<file path="src/rtl/sha1_byte_stream_hasher_macros.svh">
// assertion macros for the sha-1 byte stream hasher
`ifndef SHA1_BYTE_STREAM_HASHER_MACROS_SVH
`define SHA1_BYTE_STREAM_HASHER_MACROS_SVH
`ifndef SYNTHESIS
`define SHA1_ASSERT_IMP(label, clk, rst_n, ante, cons) \
  label: assert property (@(posedge clk) disable iff (!rst_n) (ante) |-> (cons)) \
    else $error("sha1 hasher check failed");
`define SHA1_ASSERT_NXT(label, clk, rst_n, ante, cons) \
  label: assert property (@(posedge clk) disable iff (!rst_n) (ante) |=> (cons)) \
    else $error("sha1 hasher check failed");
`else
`define SHA1_ASSERT_IMP(label, clk, rst_n, ante, cons)
`define SHA1_ASSERT_NXT(label, clk, rst_n, ante, cons)
`endif
`endif

</file>
<file path="src/rtl/sha1_bsh_pkg.sv">
// types and constants for the sha-1 byte stream hasher
package sha1_bsh_pkg;

  localparam int unsigned NUM_WORDS  = 5;
  localparam int unsigned WIN_DEPTH  = 16;
  localparam int unsigned ROUNDS     = 80;
  localparam int unsigned ROUND_W    = $clog2(ROUNDS);
  localparam int unsigned IDX_W      = $clog2(NUM_WORDS);

  localparam logic [7:0] PAD_BYTE    = 8'h80;
  localparam logic [5:0] LEN_POS     = 6'd56;
  localparam logic [5:0] LAST_POS    = 6'd63;
  localparam logic [ROUND_W-1:0] LAST_ROUND = ROUND_W'(ROUNDS - 1);
  localparam logic [IDX_W-1:0]   LAST_IDX   = IDX_W'(NUM_WORDS - 1);
  localparam logic [ROUND_W-1:0] ROUND_ONE  = ROUND_W'(1);
  localparam logic [IDX_W-1:0]   IDX_ONE    = IDX_W'(1);

  localparam logic [31:0] K0 = 32'h5A827999;
  localparam logic [31:0] K1 = 32'h6ED9EBA1;
  localparam logic [31:0] K2 = 32'h8F1BBCDC;
  localparam logic [31:0] K3 = 32'hCA62C1D6;

  typedef logic [31:0] chain_t [NUM_WORDS];
  typedef logic [31:0] window_t [WIN_DEPTH];

  localparam chain_t IV = '{32'h67452301, 32'hEFCDAB89, 32'h98BADCFE,
                            32'h10325476, 32'hC3D2E1F0};

  typedef enum logic [1:0] {
    FN_ADD     = 2'd0,
    FN_ADD_FIN = 2'd1,
    FN_FIN     = 2'd2,
    FN_NONE    = 2'd3
  } func_t;

  typedef enum logic [4:0] {
    ST_IDLE  = 5'b00001,
    ST_PAD   = 5'b00010,
    ST_ROUND = 5'b00100,
    ST_ADD   = 5'b01000,
    ST_OUT   = 5'b10000
  } state_t;

endpackage

</file>
<file path="src/rtl/sha1_byte_stream_hasher.sv">
// sha-1 hasher taking one message byte per transfer, one round per cycle
//
//  channel  dir  handshake                 payload
//  in_      in   in_valid / in_ready       in_data_byte[7:0], in_func[1:0]
//  out_     out  out_valid / out_ready     out_digest_word[31:0], out_word_index[2:0],
//                                          out_last_word
//
// a plain byte is only written into the window; the byte that fills a block starts
// compression (80 rounds on the shared round adder, then one chaining add)
// a finish pads one byte a cycle up to the block end, then compresses; when
// the marker lands at offset 56 or later a second, fully padded block follows
// the five digest words then leave one per transfer, held while out_ready is low
// in_ready is high only when no message work is in flight
// synchronous active-low reset loads the initial vector and clears the byte count
`include "sha1_byte_stream_hasher_macros.svh"

module sha1_byte_stream_hasher (
  input  logic        clk,
  input  logic        rst_n,
  input  logic        in_valid,
  output logic        in_ready,
  input  logic [7:0]  in_data_byte,
  input  logic [1:0]  in_func,
  output logic        out_valid,
  input  logic        out_ready,
  output logic [31:0] out_digest_word,
  output logic [2:0]  out_word_index,
  output logic        out_last_word
);

  sha1_bsh_pkg::state_t state_r, state_nxt;
  sha1_bsh_pkg::chain_t h_r, h_nxt;
  sha1_bsh_pkg::window_t w_r, w_nxt;

  logic [31:0] a_r, b_r, c_r, d_r, e_r;
  logic [31:0] a_nxt, b_nxt, c_nxt, d_nxt, e_nxt;
  logic [60:0] byte_total_r, byte_total_nxt;
  logic [sha1_bsh_pkg::ROUND_W-1:0] round_r, round_nxt;
  logic [5:0] pad_pos_r, pad_pos_nxt;
  logic       mark_r, mark_nxt;
  logic       extra_r, extra_nxt;
  logic       fin_r, fin_nxt;
  logic       last_blk_r, last_blk_nxt;
  logic [sha1_bsh_pkg::IDX_W-1:0] out_idx_r, out_idx_nxt;

  logic [5:0]  pos;
  logic [5:0]  pos_inc;
  logic [63:0] bit_len;
  logic        in_xfer;
  logic        out_xfer;

  logic [31:0] f_val;
  logic [31:0] k_val;
  logic [31:0] round_sum;
  logic [31:0] sched_mix;
  logic [31:0] sched_new;

  logic        wr_en;
  logic [5:0]  wr_pos;
  logic [7:0]  wr_val;
  logic [7:0]  pad_val;

  assign pos      = byte_total_r[5:0];
  assign pos_inc  = pos + 6'd1;
  assign bit_len  = {byte_total_r, 3'b000};
  assign in_ready = (state_r == sha1_bsh_pkg::ST_IDLE);
  assign in_xfer  = in_valid && in_ready;

  assign out_valid       = (state_r == sha1_bsh_pkg::ST_OUT);
  assign out_xfer        = out_valid && out_ready;
  assign out_digest_word = h_r[out_idx_r];
  assign out_word_index  = out_idx_r;
  assign out_last_word   = (out_idx_r == sha1_bsh_pkg::LAST_IDX);

  // round function and constant by round group
  always_comb begin
    if (round_r inside {[0:19]}) begin
      f_val = (b_r & c_r) | (~b_r & d_r);
      k_val = sha1_bsh_pkg::K0;
    end else if (round_r inside {[20:39]}) begin
      f_val = b_r ^ c_r ^ d_r;
      k_val = sha1_bsh_pkg::K1;
    end else if (round_r inside {[40:59]}) begin
      f_val = (b_r & c_r) | (b_r & d_r) | (c_r & d_r);
      k_val = sha1_bsh_pkg::K2;
    end else begin
      f_val = b_r ^ c_r ^ d_r;
      k_val = sha1_bsh_pkg::K3;
    end
  end

  assign round_sum = {a_r[26:0], a_r[31:27]} + f_val + e_r + k_val + w_r[0];
  assign sched_mix = w_r[13] ^ w_r[8] ^ w_r[2] ^ w_r[0];
  assign sched_new = {sched_mix[30:0], sched_mix[31]};

  // padding byte: marker first, then zeros, length in the tail of the final block
  always_comb begin
    if (!mark_r) begin
      pad_val = sha1_bsh_pkg::PAD_BYTE;
    end else if (!extra_r && (pad_pos_r >= sha1_bsh_pkg::LEN_POS)) begin
      pad_val = bit_len[{~pad_pos_r[2:0], 3'b000} +: 8];
    end else begin
      pad_val = 8'h00;
    end
  end

  always_comb begin
    state_nxt      = state_r;
    h_nxt          = h_r;
    w_nxt          = w_r;
    a_nxt          = a_r;
    b_nxt          = b_r;
    c_nxt          = c_r;
    d_nxt          = d_r;
    e_nxt          = e_r;
    byte_total_nxt = byte_total_r;
    round_nxt      = round_r;
    pad_pos_nxt    = pad_pos_r;
    mark_nxt       = mark_r;
    extra_nxt      = extra_r;
    fin_nxt        = fin_r;
    last_blk_nxt   = last_blk_r;
    out_idx_nxt    = out_idx_r;
    wr_en          = 1'b0;
    wr_pos         = pos;
    wr_val         = in_data_byte;

    case (state_r)
      sha1_bsh_pkg::ST_IDLE: begin
        if (in_xfer) begin
          case (sha1_bsh_pkg::func_t'(in_func))
            sha1_bsh_pkg::FN_ADD, sha1_bsh_pkg::FN_ADD_FIN: begin
              wr_en          = 1'b1;
              byte_total_nxt = byte_total_r + 61'd1;
              if (sha1_bsh_pkg::func_t'(in_func) == sha1_bsh_pkg::FN_ADD_FIN) begin
                fin_nxt      = 1'b1;
                mark_nxt     = 1'b0;
                last_blk_nxt = 1'b0;
                pad_pos_nxt  = pos_inc;
                extra_nxt    = (pos_inc >= sha1_bsh_pkg::LEN_POS);
                state_nxt    = sha1_bsh_pkg::ST_PAD;
              end
              // full block goes to compression first, padding resumes after
              if (pos == sha1_bsh_pkg::LAST_POS) begin
                state_nxt = sha1_bsh_pkg::ST_ROUND;
                round_nxt = '0;
                a_nxt     = h_r[0];
                b_nxt     = h_r[1];
                c_nxt     = h_r[2];
                d_nxt     = h_r[3];
                e_nxt     = h_r[4];
              end
            end
            sha1_bsh_pkg::FN_FIN: begin
              fin_nxt      = 1'b1;
              mark_nxt     = 1'b0;
              last_blk_nxt = 1'b0;
              pad_pos_nxt  = pos;
              extra_nxt    = (pos >= sha1_bsh_pkg::LEN_POS);
              state_nxt    = sha1_bsh_pkg::ST_PAD;
            end
            default: begin
            end
          endcase
        end
      end

      sha1_bsh_pkg::ST_PAD: begin
        wr_en       = 1'b1;
        wr_pos      = pad_pos_r;
        wr_val      = pad_val;
        mark_nxt    = 1'b1;
        pad_pos_nxt = pad_pos_r + 6'd1;
        if (pad_pos_r == sha1_bsh_pkg::LAST_POS) begin
          last_blk_nxt = !extra_r;
          state_nxt    = sha1_bsh_pkg::ST_ROUND;
          round_nxt    = '0;
          a_nxt        = h_r[0];
          b_nxt        = h_r[1];
          c_nxt        = h_r[2];
          d_nxt        = h_r[3];
          e_nxt        = h_r[4];
        end
      end

      sha1_bsh_pkg::ST_ROUND: begin
        a_nxt = round_sum;
        b_nxt = a_r;
        c_nxt = {b_r[1:0], b_r[31:2]};
        d_nxt = c_r;
        e_nxt = d_r;
        for (int i = 0; i < sha1_bsh_pkg::WIN_DEPTH - 1; i++) begin
          w_nxt[i] = w_r[i+1];
        end
        w_nxt[sha1_bsh_pkg::WIN_DEPTH-1] = sched_new;
        round_nxt = round_r + sha1_bsh_pkg::ROUND_ONE;
        if (round_r == sha1_bsh_pkg::LAST_ROUND) begin
          state_nxt = sha1_bsh_pkg::ST_ADD;
        end
      end

      sha1_bsh_pkg::ST_ADD: begin
        h_nxt[0] = h_r[0] + a_r;
        h_nxt[1] = h_r[1] + b_r;
        h_nxt[2] = h_r[2] + c_r;
        h_nxt[3] = h_r[3] + d_r;
        h_nxt[4] = h_r[4] + e_r;
        if (last_blk_r) begin
          state_nxt   = sha1_bsh_pkg::ST_OUT;
          out_idx_nxt = '0;
        end else if (fin_r) begin
          state_nxt = sha1_bsh_pkg::ST_PAD;
          extra_nxt = 1'b0;
        end else begin
          state_nxt = sha1_bsh_pkg::ST_IDLE;
        end
      end

      sha1_bsh_pkg::ST_OUT: begin
        if (out_xfer) begin
          if (out_idx_r == sha1_bsh_pkg::LAST_IDX) begin
            h_nxt          = sha1_bsh_pkg::IV;
            byte_total_nxt = '0;
            fin_nxt        = 1'b0;
            last_blk_nxt   = 1'b0;
            state_nxt      = sha1_bsh_pkg::ST_IDLE;
          end else begin
            out_idx_nxt = out_idx_r + sha1_bsh_pkg::IDX_ONE;
          end
        end
      end

      default: begin
        state_nxt = sha1_bsh_pkg::ST_IDLE;
      end
    endcase

    // big-endian byte lanes within each window word
    if (wr_en) begin
      w_nxt[wr_pos[5:2]][{~wr_pos[1:0], 3'b000} +: 8] = wr_val;
    end
  end

  always_ff @(posedge clk) begin
    if (!rst_n) begin
      state_r      <= sha1_bsh_pkg::ST_IDLE;
      h_r          <= sha1_bsh_pkg::IV;
      byte_total_r <= '0;
      round_r      <= '0;
      pad_pos_r    <= '0;
      mark_r       <= 1'b0;
      extra_r      <= 1'b0;
      fin_r        <= 1'b0;
      last_blk_r   <= 1'b0;
      out_idx_r    <= '0;
    end else begin
      state_r      <= state_nxt;
      h_r          <= h_nxt;
      byte_total_r <= byte_total_nxt;
      round_r      <= round_nxt;
      pad_pos_r    <= pad_pos_nxt;
      mark_r       <= mark_nxt;
      extra_r      <= extra_nxt;
      fin_r        <= fin_nxt;
      last_blk_r   <= last_blk_nxt;
      out_idx_r    <= out_idx_nxt;
    end
  end

  always_ff @(posedge clk) begin
    w_r <= w_nxt;
    a_r <= a_nxt;
    b_r <= b_nxt;
    c_r <= c_nxt;
    d_r <= d_nxt;
    e_r <= e_nxt;
  end

  `SHA1_ASSERT_IMP(a_no_overlap, clk, rst_n, in_ready, !out_valid)
  `SHA1_ASSERT_IMP(a_round_range, clk, rst_n, state_r == sha1_bsh_pkg::ST_ROUND,
    round_r <= sha1_bsh_pkg::LAST_ROUND)
  `SHA1_ASSERT_NXT(a_clean_restart, clk, rst_n, out_xfer && out_last_word,
    in_ready && (byte_total_r == '0) && (h_r[0] == sha1_bsh_pkg::IV[0]))
  `SHA1_ASSERT_NXT(a_pad_leads_round, clk, rst_n,
    (state_r == sha1_bsh_pkg::ST_PAD) && (pad_pos_r == sha1_bsh_pkg::LAST_POS),
    (state_r == sha1_bsh_pkg::ST_ROUND) && (round_r == '0))

endmodule
</file>
<file path="config.mk">
export PLATFORM = sky130hd
export DESIGN_NAME = sha1_byte_stream_hasher
export DESIGN_NICKNAME = d
export VERILOG_FILES = /design/src/rtl/sha1_bsh_pkg.sv /design/src/rtl/sha1_byte_stream_hasher.sv
export VERILOG_INCLUDE_DIRS = /design/src /design/src/rtl
export SDC_FILE = /design/constraint.sdc
export NUM_CORES = 2
export LEC_CHECK = 0
export BUFFER_PORTS_ARGS = -buffer_cell sky130_fd_sc_hd__buf_2
export CORE_MARGIN = 2
export CORE_UTILIZATION = 40
export CTS_CLUSTER_DIAMETER = 40
export CTS_CLUSTER_SIZE = 14
export DETAILED_ROUTE_END_ITERATION = 10
export GPL_TIMING_DRIVEN = 0
export REMOVE_ABC_BUFFERS = 1
export SETUP_SLACK_MARGIN = 0.3
export SYNTH_ARGS = -nofsm -noshare
export SYNTH_HDL_FRONTEND = slang
export SYNTH_SLANG_ARGS = --single-unit
</file>
<file path="constraint.sdc">
create_clock -name clk -period 19.38 [get_ports clk]
set_input_delay 3.876 -clock clk [delete_from_list [all_inputs] [get_ports clk]]
set_output_delay 3.876 -clock clk [all_outputs]
set_load 0.1 [all_outputs]
</file>
==> results.md <==
* Max-slew violation count at 0
* Overall power after layout at 9.33 mW
* Synth async-reset ratio at 0
* Setup slack, reg-to-reg at 11.31 ns
* Antenna cell count at 0
* Worst min path class: register to register
* Post-route cell area at 60800 sq um
* Data arrival time at the worst-slack endpoint at 8.56 ns
* Hold violation total from the final report at 0
* Drt initial violations at 3534
* Setup repair after global routing missed its margin: false
* Total placed cells including tap cells at 7864
* Sum of negative setup slack at 0 ns
* Sw frac at 0.396
* Placer's final routability congestion estimate at 0.919
* Worst Path Required at 19.87 ns
* Global router's overall resource usage at 0.232
* Number of buffers created by CTS at 147
* Worst Hold Endpoint: w_r[503]$_DFF_P_
* Number of global-route vias before repair at 42000
* Max Used Layer: met5
* Worst hold stages at 2
* Mean post-synth cell area at 8.37 sq um
* Fraction of power consumed by combinational cells at 0.420
* Endpoint of the worst-slack reg-to-reg timing path: a_r[31]$_DFFE_PP_
* Combined area of all synthesized cells at 52700 sq um
* Reported max-cap violation count at 0
* Number of vias after detailed routing at 44300
* Count of antenna-violating nets left after detailed routing at 0
* Total of cells resized after clock tree synthesis at 0
* Instance area at placement at 55700 sq um
* Number of buffers added to fix hold violations after cts at 0
* Final HPWL from detailed placement at 116000 um
* Main synth FF type: sky130_fd_sc_hd__dfxtp_1
* Clk sink count at 918
* Post-CTS Setup Repair Bufs at 0
* Routed WL at 159000 um
* CTS root buffer: sky130_fd_sc_hd__clkbuf_16
* Share of power burned in the clock network at 0.292
* Fmax achieved at 0.124 GHz
* Pin count of the biggest net entering global routing at 70
* Post-Synthesis Cells at 6303
* Core outline area at 131000 sq um
* Placement row count at 133
* Sort of element at the end of the critical path: register
* Clock slew seen by the registers of the worst setup and hold paths at 0.06 ns
* DRT met1 WL at 70600 um
* Horizontal die dimension at 367 um
* Detailed-router iteration count before antenna repair at 6
* Setup ws final at 11.31 ns
* Sum of met2 wire segment lengths after detailed routing at 71400 um
* Initial antenna violation count at 6
* Number of flops mapped to enable cells by yosys at 160
* Outcome: complete, no violations
* Relative slew slack at 0.0491
* Total congestion overflow at 0
* Top-level port count at 52
* First-pass GRT wire length at 247000 um
* Post-Place Worst Slack at 11.48 ns
* Worst R2R Start: round_r[0]$_SDFFE_PN0P_
* Final setup viols at 0
* Portion of the clock cycle consumed by the worst path in the final layout at 0.416
* Clock buffer depth at 3
* Die area at 135000 sq um
* Unique masters post-synth at 91
* Per-cell via count in the routed design at 5.45
* Vertical die dimension at 367 um
* Post-layout minimum cycle time at 8.07 ns
* Net count of the finished layout at 6604
* Fraction of layout instances using a drive strength above 1 at 0.0894
* Worst-case vdd ir drop at 0.000150 V
* Input/output buffers at 51
* Share of total power in sequential cells at 0.289
* Flip-flop and latch count after synthesis at 918
* Starting utilization of the core area at 0.402
* Most common cell after layout, fill and taps aside: sky130_fd_sc_hd__nand2_1
* Worst Reg-to-Reg Cells at 25
* Switching power total at 3.70 mW
* Post-route non-filler standard cell count at 8134
* CTS HTree Levels at 4
* Category of the critical setup timing path: register to register
* Latest clock arrival within the worst-skew pair at 0.78 ns
* Clock tree from TritonCTS: yes
* Hold_sp: w_r[471]$_DFF_P_
* Seq/Total Area, Yosys at 0.379
* Area added between synthesis and finish at 15.3%
* Worst Tran Pin Value at 1.42 ns
* Wire length per cell at 19.5 um
* Power density cells at 153 nW/um^2
* Worst hold-check slack at 0.457 ns
* DRC Markers at 0
* Int Pwr at 5.63 mW
* Warnings, synthesis at 0
* Maximum fanout encountered on the critical timing path at 19
* Top library cells by usage in the layout, fill and taps aside: 1337 x sky130_fd_sc_hd__nand2_1, 755 x sky130_fd_sc_hd__dfxtp_1, 565 x sky130_fd_sc_hd__nor2_1, 557 x sky130_fd_sc_hd__o21ai_0, 301 x sky130_fd_sc_hd__mux2i_1
* Startpoint types: register
* Core utilization of the finished layout at 0.464
* Worst Clk Skew at 0.0305 ns
* Leakage power summed over all cells at 24.7 nW
* Routed length on met3 at 10200 um
==> worst max-delay path by stage <==
stage | startpoint | to | slack [ns] | cells past startpoint
final | round_r[0]$_SDFFE_PN0P_ | a_r[31]$_DFFE_PP_ | 11.31 | 25
after global routing | round_r[0]$_SDFFE_PN0P_ | a_r[31]$_DFFE_PP_ | 11.07 | 25
after CTS | round_r[0]$_SDFFE_PN0P_ | a_r[31]$_DFFE_PP_ | 11.42 | 25
after detailed placement | round_r[0]$_SDFFE_PN0P_ | a_r[31]$_DFFE_PP_ | 11.48 | 25
after global placement | state_r[4]$_SDFFE_PN0P_ | round_r[5]$_SDFFE_PN0P_ | -67.00 | 8
after floorplan | state_r[4]$_SDFFE_PN0P_ | round_r[5]$_SDFFE_PN0P_ | -38.89 | 8
==> routing by layer <==
layer | up-vias | global-route usage
met5 | - | 0
met4 | 10 | 0.0983
met3 | 309 | 0.0412
met2 | 1310 | 0.366
met1 | 21000 | 0.312
li1 | 21700 | -
==> flip-flops by register name, indices dropped and copies added (netlist names), 3 cells and up <==
signal / count
a_r: 32
b_r: 32
byte_total_r: 61
c_r: 32
d_r: 32
e_r: 32
h_r: 160
out_word_index: 3
pad_pos_r: 6
round_r: 7
state_r: 5
w_r: 512
==> final cells by class <==
type                       count  area (sq um)
clock inverter                97          1140
timing repair buffer         169          2100
multi-input combinational   4735         30300
inverter                     288          1090
fill                       12600         70300
clock buffer                 172          3950
sequential                   918         20000
tap                         1755          2200
==> cell families after synthesis <==
kind of cell,after synthesis,share of synthesized area
xor+xnor,304,0.0505
compound gates,1407,0.160
flops,918,0.379
mux,380,0.0836
simple gates,2313,0.183
fa+ha+maj,331,0.0963
buf+inv,650,0.0475
==> synth_stat cells (all sizes together) (27+ instances only) <==
master / count / area, sq um
mux2i: 301 / 3010
nor3: 70 / 378
nand3: 77 / 395
xor2: 101 / 885
inv: 286 / 1070
nor2: 570 / 2140
nand2b: 28 / 175
a21oi: 219 / 1100
buf: 64 / 308
o22ai: 30 / 188
clkbuf: 298 / 1120
mux2: 34 / 383
xnor2: 203 / 1780
a21o: 75 / 563
mux4: 45 / 1010
o21ai: 582 / 2920
ha: 206 / 2580
nand2: 1343 / 5050
and2: 49 / 307
edfxtp: 160 / 4800
and3: 40 / 251
dfxtp: 758 / 15200
nor2b: 27 / 169
a31oi: 261 / 1650
fa: 125 / 2500
==> power groups by stage <==
stage          Combinational (mW)  Sequential [mW]  Clock, mW
2_1_floorplan                2.95             2.67          0
3_3_place_gp                 3.85             2.87          0
3_5_place_dp                 3.85             2.73          0
6_report                     3.91             2.69       2.72
4_1_cts                      3.89             2.69       2.76
5_1_grt                      4.37             2.74       2.84
==> worst max-delay path, stage by stage (launching register included) <==
cell	delay [ns]
sky130_fd_sc_hd__dfxtp_1	0.42
sky130_fd_sc_hd__ha_1	0.23
sky130_fd_sc_hd__nor2_1	0.08
sky130_fd_sc_hd__o21bai_1	0.25
sky130_fd_sc_hd__o2111ai_4	0.36
sky130_fd_sc_hd__inv_2	0.76
sky130_fd_sc_hd__nor2_4	0.06
sky130_fd_sc_hd__buf_12	0.22
sky130_fd_sc_hd__inv_2	0.52
sky130_fd_sc_hd__nor2_1	0.08
sky130_fd_sc_hd__nor2_1	0.40
sky130_fd_sc_hd__fa_1	0.51
sky130_fd_sc_hd__fa_1	0.51
sky130_fd_sc_hd__inv_1	0.05
sky130_fd_sc_hd__ha_1	0.33
sky130_fd_sc_hd__nor2b_1	0.20
sky130_fd_sc_hd__o31a_1	0.22
sky130_fd_sc_hd__o211ai_1	0.19
sky130_fd_sc_hd__a2111oi_0	0.99
sky130_fd_sc_hd__o21ai_1	0.31
sky130_fd_sc_hd__o211ai_1	0.34
sky130_fd_sc_hd__a31o_2	0.21
sky130_fd_sc_hd__a21o_1	0.14
sky130_fd_sc_hd__nand2_1	0.09
sky130_fd_sc_hd__nor3_1	0.20
sky130_fd_sc_hd__a311oi_1	0.08
(Power assumes the default switching activity.)
